==> src/rtl/mqrs_pkg.sv <==
package mqrs_pkg;

  // default coefficient format, signed Q16.16
  localparam int DEF_COEF_WIDTH = 32;
  localparam int DEF_FRAC_BITS  = 16;

  // result sideband layout
  localparam int OUT_USER_W       = 2;
  localparam int USER_COMPLEX_BIT = 0;
  localparam int USER_SAT_BIT     = 1;

  // round a bit count up to whole bytes
  function automatic int pad_bytes(input int bits);
    return ((bits + 7) / 8) * 8;
  endfunction

  // magnitude width of the exact discriminant p*p - 4q
  function automatic int disc_width(input int cw, input int fb);
    int a;
    int b;
    a = 2 * cw;
    b = cw + fb + 2;
    return ((a > b) ? a : b) + 1;
  endfunction

  // width of the floor square root of the discriminant magnitude
  function automatic int root_width(input int cw, input int fb);
    return (disc_width(cw, fb) + 1) / 2;
  endfunction

endpackage

==> src/rtl/mqrs_sqrt_stage.sv <==
module mqrs_sqrt_stage #(
  parameter int DISC_W = mqrs_pkg::disc_width(mqrs_pkg::DEF_COEF_WIDTH,
                                              mqrs_pkg::DEF_FRAC_BITS),
  parameter int ROOT_W = mqrs_pkg::root_width(mqrs_pkg::DEF_COEF_WIDTH,
                                              mqrs_pkg::DEF_FRAC_BITS),
  parameter int BIT    = 0
) (
  input  logic              clk,
  input  logic              en,
  input  logic [DISC_W-1:0] rem_in,
  input  logic [ROOT_W-1:0] root_in,
  output logic [DISC_W-1:0] rem_out,
  output logic [ROOT_W-1:0] root_out
);

  import mqrs_pkg::*;

  localparam int TW = 2 * ROOT_W + 1;

  logic [TW-1:0] trial;
  logic [TW-1:0] rem_ext;
  logic          take;

  // trial subtrahend (2*root + 2^bit) * 2^bit, root bits below this one are zero
  always_comb begin
    trial   = (TW'(root_in) << (BIT + 1)) + (TW'(1) << (2 * BIT));
    rem_ext = TW'(rem_in);
    take    = (rem_ext >= trial);
  end

  // one root bit per stage
  always_ff @(posedge clk) begin
    if (en) begin
      if (take) begin
        rem_out  <= DISC_W'(rem_ext - trial);
        root_out <= root_in | (ROOT_W'(1) << BIT);
      end else begin
        rem_out  <= rem_in;
        root_out <= root_in;
      end
    end
  end

endmodule

==> config.mk <==
export PLATFORM = sky130hd
export DESIGN_NAME = mqrs_sqrt_stage
export DESIGN_NICKNAME = d
export VERILOG_FILES = /design/src/rtl/mqrs_pkg.sv /design/src/rtl/mqrs_sqrt_stage.sv
export SDC_FILE = /design/constraint.sdc
export NUM_CORES = 1
export LEC_CHECK = 0
export BUFFER_PORTS_ARGS = -buffer_cell sky130_fd_sc_hd__buf_2
export CORE_MARGIN = 2
export CORE_UTILIZATION = 45
export CTS_BUF_LIST = sky130_fd_sc_hd__clkbuf_8
export DETAILED_ROUTE_END_ITERATION = 8
export HOLD_SLACK_MARGIN = 0.15
export MAX_ROUTING_LAYER = met4
export PLACE_DENSITY = 0.71
export SYNTH_ARGS = -nofsm -noshare
export SYNTH_HDL_FRONTEND = slang
export SYNTH_SLANG_ARGS = --single-unit
==> constraint.sdc <==
create_clock -name clk -period 3.2 [get_ports clk]
set_input_delay 0.32 -clock clk [delete_from_list [all_inputs] [get_ports clk]]
set_output_delay 0.32 -clock clk [all_outputs]
set_load 0.02 [all_outputs]
==> results.py, run 1 <==
metrics = {
    "yosys": {
        "postSynthNetCount": 812,
        "synth.cells.most_frequent": "sky130_fd_sc_hd__edfxtp_1 (98), sky130_fd_sc_hd__nand2_1 (68), sky130_fd_sc_hd__nor2_1 (56)",
        "synth-seq-area-share": 0.455,
        "ys_async_sr_fraction": 0,
        "synth.distinct_cells": 60,
        "synth_adder_area_share": 0.0689,
        "synthesis.instances": 677,
        "synth_seq_cells": 98,
        "synth_compound_gate_area_share": 0.164,
        "syn-mean-instance-area_sq_um": 9.55,
        "post_synth_and_or_nand_nor_area_fraction": 0.184,
        "synthDominantAreaCellType": "sky130_fd_sc_hd__edfxtp_1",
        "synth_top_area_share": 0.455,
        "yosys_warnings": 0,
        "synth-xor-area-share": 0.0596,
        "synth.mux.area_fraction": 0.0139,
        "top_cells_by_area_in_the_synthesized_netlist": "sky130_fd_sc_hd__edfxtp_1 (46%), sky130_fd_sc_hd__ha_1 (6.6%), sky130_fd_sc_hd__o21ai_0 (4.3%)",
        "cell_with_the_most_instances_after_synthesis": "sky130_fd_sc_hd__edfxtp_1",
        "dominant_combinational_cell_family_by_area_after_synthesis": "simple AND/OR/NAND/NOR gates",
        "synthesis.area_sq_um": 6460,
        "synth_edf_count": 98,
        "yosys_most_used_dff": "sky130_fd_sc_hd__edfxtp_1",
    },
    "detailed_routing": {
        "initialDrtViolationCount": 414,
        "post_drt_wl_per_cell_um": 16.0,
        "ant_nets": 0,
        "first_pass_iters": 5,
        "routed-via-count": 5902,
        "detail_route.wirelength_um": 17600,
        "remaining_drc_errors": 0,
        "vias_per_cell": 5.38,
    },
    "finish": {
        "antenna_cells_inserted": 0,
        "finalNetCount": 1048,
        "final_layout_size_suffix_gt1_frac": 0.301,
        "finish.instance_area_sq_um": 8330,
        "filler_cell_count": 1248,
        "synthToLayoutAreaGrowth_pct": 28.9,
    },
    "hold_path": {
        "hold_class": "input pin to flop",
    },
    "global_routing": {
        "vias_in_the_first_global_route": 5557,
        "globalRouteTotalUtil": 0.234,
        "antenna_found_initial": 0,
        "grt_remaining_overflow": 0,
        "grt_first_pass_wirelength_um": 27100,
        "pin_count_of_the_biggest_net_entering_global_routing": 58,
    },
    "timing": {
        "tightestPinTransition_ns": 0.674,
        "final_min_period_over_clock_period": 0.975,
        "maxClockFrequency_mhz": 321,
        "setup_slack_ns": 0.0813,
        "max_slew_vio_count": 0,
        "slew_headroom": 0.546,
        "fin_hold_viols": 0,
        "setup_viol": 0,
        "period_needed_ns": 3.12,
    },
    "placement": {
        "hpwl_um": 13500,
        "finalWeightedCongestion": 0.900,
        "place_area_sq_um": 7750,
        "dpl_worst_slack_ns": 0.0263,
        "io_buffer_count": 197,
    },
    "floorplan": {
        "ios": 198,
        "std_cell_rows": 43,
        "floorplan.die_area_sq_um": 15300,
        "fp.coreArea_sq_um": 13900,
        "die_y_um": 124,
        "die_x_um": 124,
        "start_util": 0.464,
    },
    "worst_setup_path": {
        "timing.critical_path.arrival_ns": 3.35,
        "setup.worst_path.start_class": "input pin",
        "cp-end-kind": "flop",
        "crit_required_ns": 3.43,
        "worst_path_max_delay_cell": "sky130_fd_sc_hd__dlygate4sd3_1",
        "worst_path_largest_cell_delay_ns": 0.52,
        "path_class": "input pin to flop",
        "timing.critical_path.cells": "dlygate4sd3_1 > buf_2 > inv_1 > ha_1 > nor2b_1 > o31a_1 > buf_4 > o211ai_1 > nand3_1 > o211ai_1 > buf_4 > a21oi_1 > or3_1 > a21oi_1",
        "critPathTopFamily": "buffers and inverters",
        "worstPathMaxFanout": 9,
        "critical_path_buf_inv_count": 5,
    },
    "clocking": {
        "cts_buffer_count": 9,
        "worst_setup_hold_path_clk_slew_ns": 0.10,
        "clkSinkCount": 98,
        "ctsRootBufferMaster": "sky130_fd_sc_hd__clkbuf_8",
        "ctsHtreeMaxLevel": 3,
        "tritoncts": "yes",
        "clock_tree.buffer_depth": 2,
    },
    "power": {
        "ir_worst_vdd_v": 0.000225,
        "leakagePower_nw": 3.53,
        "pwr_density_cell_nw_per_um2": 415,
    },
    "status": {
        "outcome": "complete, no violations",
    },
    "job": {
        "cap_violations": 0,
    },
}
[layout by cell type, fill, tap and decap left out, drive strengths merged, types with 9 or more instances in the layout]
master         n
o21ai         56
dlygate4sd3   32
xnor2         24
edfxtp        98
a21o          21
xor2          20
nor2          56
inv           48
nand2         68
ha            34
a21oi         52
nor4          11
nand3         20
buf          227
nor3          15
nand4         18
clkbuf         9
[sequential cells by signal (all words and copies together) (netlist names)]
name,flops
rem_out,65
root_out,33
[power by group]
part           switching (W)  internal (W)  leakage, nW
combinational       0.000633      0.000403         2.47
sequential         0.0000349       0.00159        0.959
clock               0.000445      0.000354        0.102
[metrics by stage]
stage | total power [W] | setup TNS [ns] | std cells | utilization | hold WS, ns
after floorplan | 0.00227 | 0 | 677 | - | 0.419
after detailed placement | 0.00264 | 0 | 1048 | 0.556 | 0.514
after global placement | 0.00263 | -0.0000953 | 1048 | 0.556 | 0.511
final | 0.00346 | 0 | 1098 | 0.598 | 0.220
after global routing | 0.00363 | -0.0135 | 1098 | 0.598 | 0.225
after CTS | 0.00346 | 0 | 1096 | 0.592 | 0.210
[metal layers]
metal  up-vias  track usage  part of all wire
li1       2955            -                 -
met1      2722        0.316              0.47
met2       202        0.367              0.47
met3        23       0.0343             0.055
met4         0       0.0703             0.014
met5         -            -                 0
[worst paths after layout]
| path | endpoint | slack [ns] | startpoint | cells after the start |
|---|---|---|---|---|
| worst max-delay path | rem_out[62] | 0.08 | root_in[1] | 14 |
| worst min-delay path | rem_out[4] | 0.22 | rem_in[4] | 2 |
[what timing repair did]
action | CTS | global route
resized for setup | 0 | 17
endpoints found under the hold margin | 32 | 0
buffers inserted | 0 | 2
setup endpoints to repair | 0 | 27
hold buffers | 32 | 0
[kinds of logic after synthesis]
kind of cell	count (synthesis)
buffers and inverters	81
adder cells (fa/ha/maj)	35
multiplexers	8
AO/OA/AOI/OAI	174
flip-flops	98
AND/OR/NAND/NOR	237
XOR/XNOR	44
[area by class of cell]
| cell class | instances | area, sq um | share of cell area |
|---|---|---|---|
| clock buffer | 9 | 124 | 0.0149 |
| clock inverter | 7 | 61.3 | 0.00736 |
| inverter | 47 | 176 | 0.0212 |
| multi-input combinational | 498 | 3230 | 0.388 |
| sequential | 98 | 2940 | 0.353 |
| tap | 180 | 225 | 0.0270 |
| timing repair buffer | 259 | 1570 | 0.189 |
No activity file was read; power rests on OpenSTA's default activity.
==> inputs of run 2 (changes only) <==
- CELL_PAD_IN_SITES_DETAIL_PLACEMENT: default -> 1
- CELL_PAD_IN_SITES_GLOBAL_PLACEMENT: default -> 2
- CORE_UTILIZATION: 45 -> 32
- GPL_TIMING_DRIVEN: default -> 0
- PLACE_DENSITY: 0.71 -> default
- PLACE_DENSITY_LB_ADDON: default -> 0.1
==> results.py, run 2 (synthesis gave the netlist of run 1 again) <==
metrics = {
    "hold_path": {
        "whs_path_depth": 3,
        "hold_class": "input pin to flop",
    },
    "placement": {
        "io_buffer_count": 193,
        "place_area_sq_um": 7790,
        "hpwl_um": 16800,
        "dpl_worst_slack_ns": -0.751,
        "finalWeightedCongestion": 0.802,
    },
    "detailed_routing": {
        "routed-via-count": 5987,
        "ant_nets": 0,
        "first_pass_iters": 4,
        "post_drt_wl_per_cell_um": 18.0,
        "initialDrtViolationCount": 252,
        "vias_per_cell": 5.04,
        "remaining_drc_errors": 0,
        "detail_route.wirelength_um": 21300,
    },
    "power": {
        "pwr_density_cell_nw_per_um2": 409,
        "leakagePower_nw": 3.48,
        "ir_worst_vdd_v": 0.000181,
        "power.total_w": 0.00341,
    },
    "worst_setup_path": {
        "timing.critical_path.arrival_ns": 3.19,
        "worstPathMaxFanout": 7,
        "worst_path_largest_cell_delay_ns": 0.40,
        "path_class": "input pin to flop",
        "setup.worst_path.start_class": "input pin",
        "crit_required_ns": 3.34,
        "timing.critical_path.cells": "buf_2 > ha_1 > clkbuf_1 > a21o_1 > a311o_1 > a22oi_2 > nand4_1 > buf_4 > a21oi_4 > nand2_1 > or3_1 > mux2_1",
        "worst_path_max_delay_cell": "sky130_fd_sc_hd__or3_1",
        "cp-end-kind": "flop",
    },
    "timing": {
        "whs_ns": 0.226,
        "period_needed_ns": 3.05,
        "rsz0062_at_grt": "yes",
        "setup_slack_ns": 0.148,
        "setup_viol": 0,
        "max_slew_vio_count": 0,
        "tightestPinTransition_ns": 0.861,
        "slew_headroom": 0.424,
        "tns_ns": 0,
        "maxClockFrequency_mhz": 328,
        "final_min_period_over_clock_period": 0.954,
        "fin_hold_viols": 0,
    },
    "clocking": {
        "clock_tree.buffer_depth": 2,
        "tritoncts": "yes",
        "worst_setup_hold_path_clk_slew_ns": 0.11,
        "ctsRootBufferMaster": "sky130_fd_sc_hd__clkbuf_8",
        "clkSinkCount": 98,
        "cts_buffer_count": 9,
        "ctsHtreeMaxLevel": 3,
    },
    "job": {
        "cap_violations": 0,
    },
    "floorplan": {
        "std_cell_rows": 51,
        "fp.coreArea_sq_um": 19700,
        "ios": 198,
        "floorplan.die_area_sq_um": 21400,
        "die_y_um": 146,
        "die_x_um": 146,
        "start_util": 0.329,
    },
    "finish": {
        "finalNetCount": 1051,
        "most-common-layout-cells": "sky130_fd_sc_hd__buf_2 (198), sky130_fd_sc_hd__edfxtp_1 (98), sky130_fd_sc_hd__nand2_1 (68)",
        "regMostFlops": "rem_out",
        "synthToLayoutAreaGrowth_pct": 28.8,
        "layout_top_registers": "rem_out x65, root_out x33",
        "final_layout_size_suffix_gt1_frac": 0.271,
        "finish.instance_area_sq_um": 8330,
        "final_common_cell": "sky130_fd_sc_hd__buf_2",
        "largest_register_ff_count": 65,
    },
    "status": {
        "outcome": "complete, no violations",
    },
    "global_routing": {
        "grt_util_met3": 0.0369,
        "grt_most_used_layer": "met2",
        "pin_count_of_the_biggest_net_entering_global_routing": 59,
        "antenna_found_initial": 0,
        "globalRouteTotalUtil": 0.207,
        "grt_remaining_overflow": 0,
        "use_met1": 0.277,
        "vias_in_the_first_global_route": 6362,
        "groute.layer.met2.usage": 0.332,
        "grt_first_pass_wirelength_um": 34400,
    },
}
run 2: repair_timing:
item / in CTS / in global routing
hold buffers: 32 / 0
pin swaps: 2 / 0
buffers inserted: 2 / 0
endpoints found under the setup margin: 20 / 13
endpoints found under the hold margin: 32 / 0
resized for setup: 2 / 6
run 2: layer usage:
layer / wire, um / vias to the layer above
met2: 9880 / 147
li1: - / 2953
met5: 0 / -
met1: 10400 / 2871
met4: 263 / 0
met3: 836 / 16
run 2: power breakdown:
part / internal [W] / switching (W) / total, W
Clock: 0.000276 / 0.000472 / 0.000748
Sequential: 0.00159 / 0.0000349 / 0.00162
Combinational: 0.000386 / 0.000654 / 0.00104
run 2: critical path, delay by kind of cell:
| family | cells | cell delay [ns] |
|---|---|---|
| buffers and inverters | 3 | 0.47 |
| and+or+nand+nor | 3 | 0.80 |
| muxes | 1 | 0.32 |
| adders and majority gates | 1 | 0.27 |
| AOI/OAI and AO/OA | 4 | 1.01 |
run 2: per-stage QoR:
step | utilization | std cells
2_1_floorplan | - | 677
3_3_place_gp | 0.395 | 1135
3_5_place_dp | 0.396 | 1136
4_1_cts | 0.422 | 1186
6_report | 0.424 | 1187
5_1_grt | 0.424 | 1186
run 2: worst paths after layout:
path / startpoint / to / slack (ns)
min: rem_in[16] / rem_out[16] / 0.23
max: rem_in[7] / rem_out[39] / 0.15
run 2: layout make-up:
class	count	area (sq um)
Tap cell	265	332
Buffer	34	180
Clock inverter	7	40.0
Clock buffer	9	124
Timing Repair Buffer	228	1330
Antenna cell	1	2.50
Multi-Input combinational cell	498	3200
Inverter	47	176
Fill cell	2417	11300
Sequential cell	98	2940
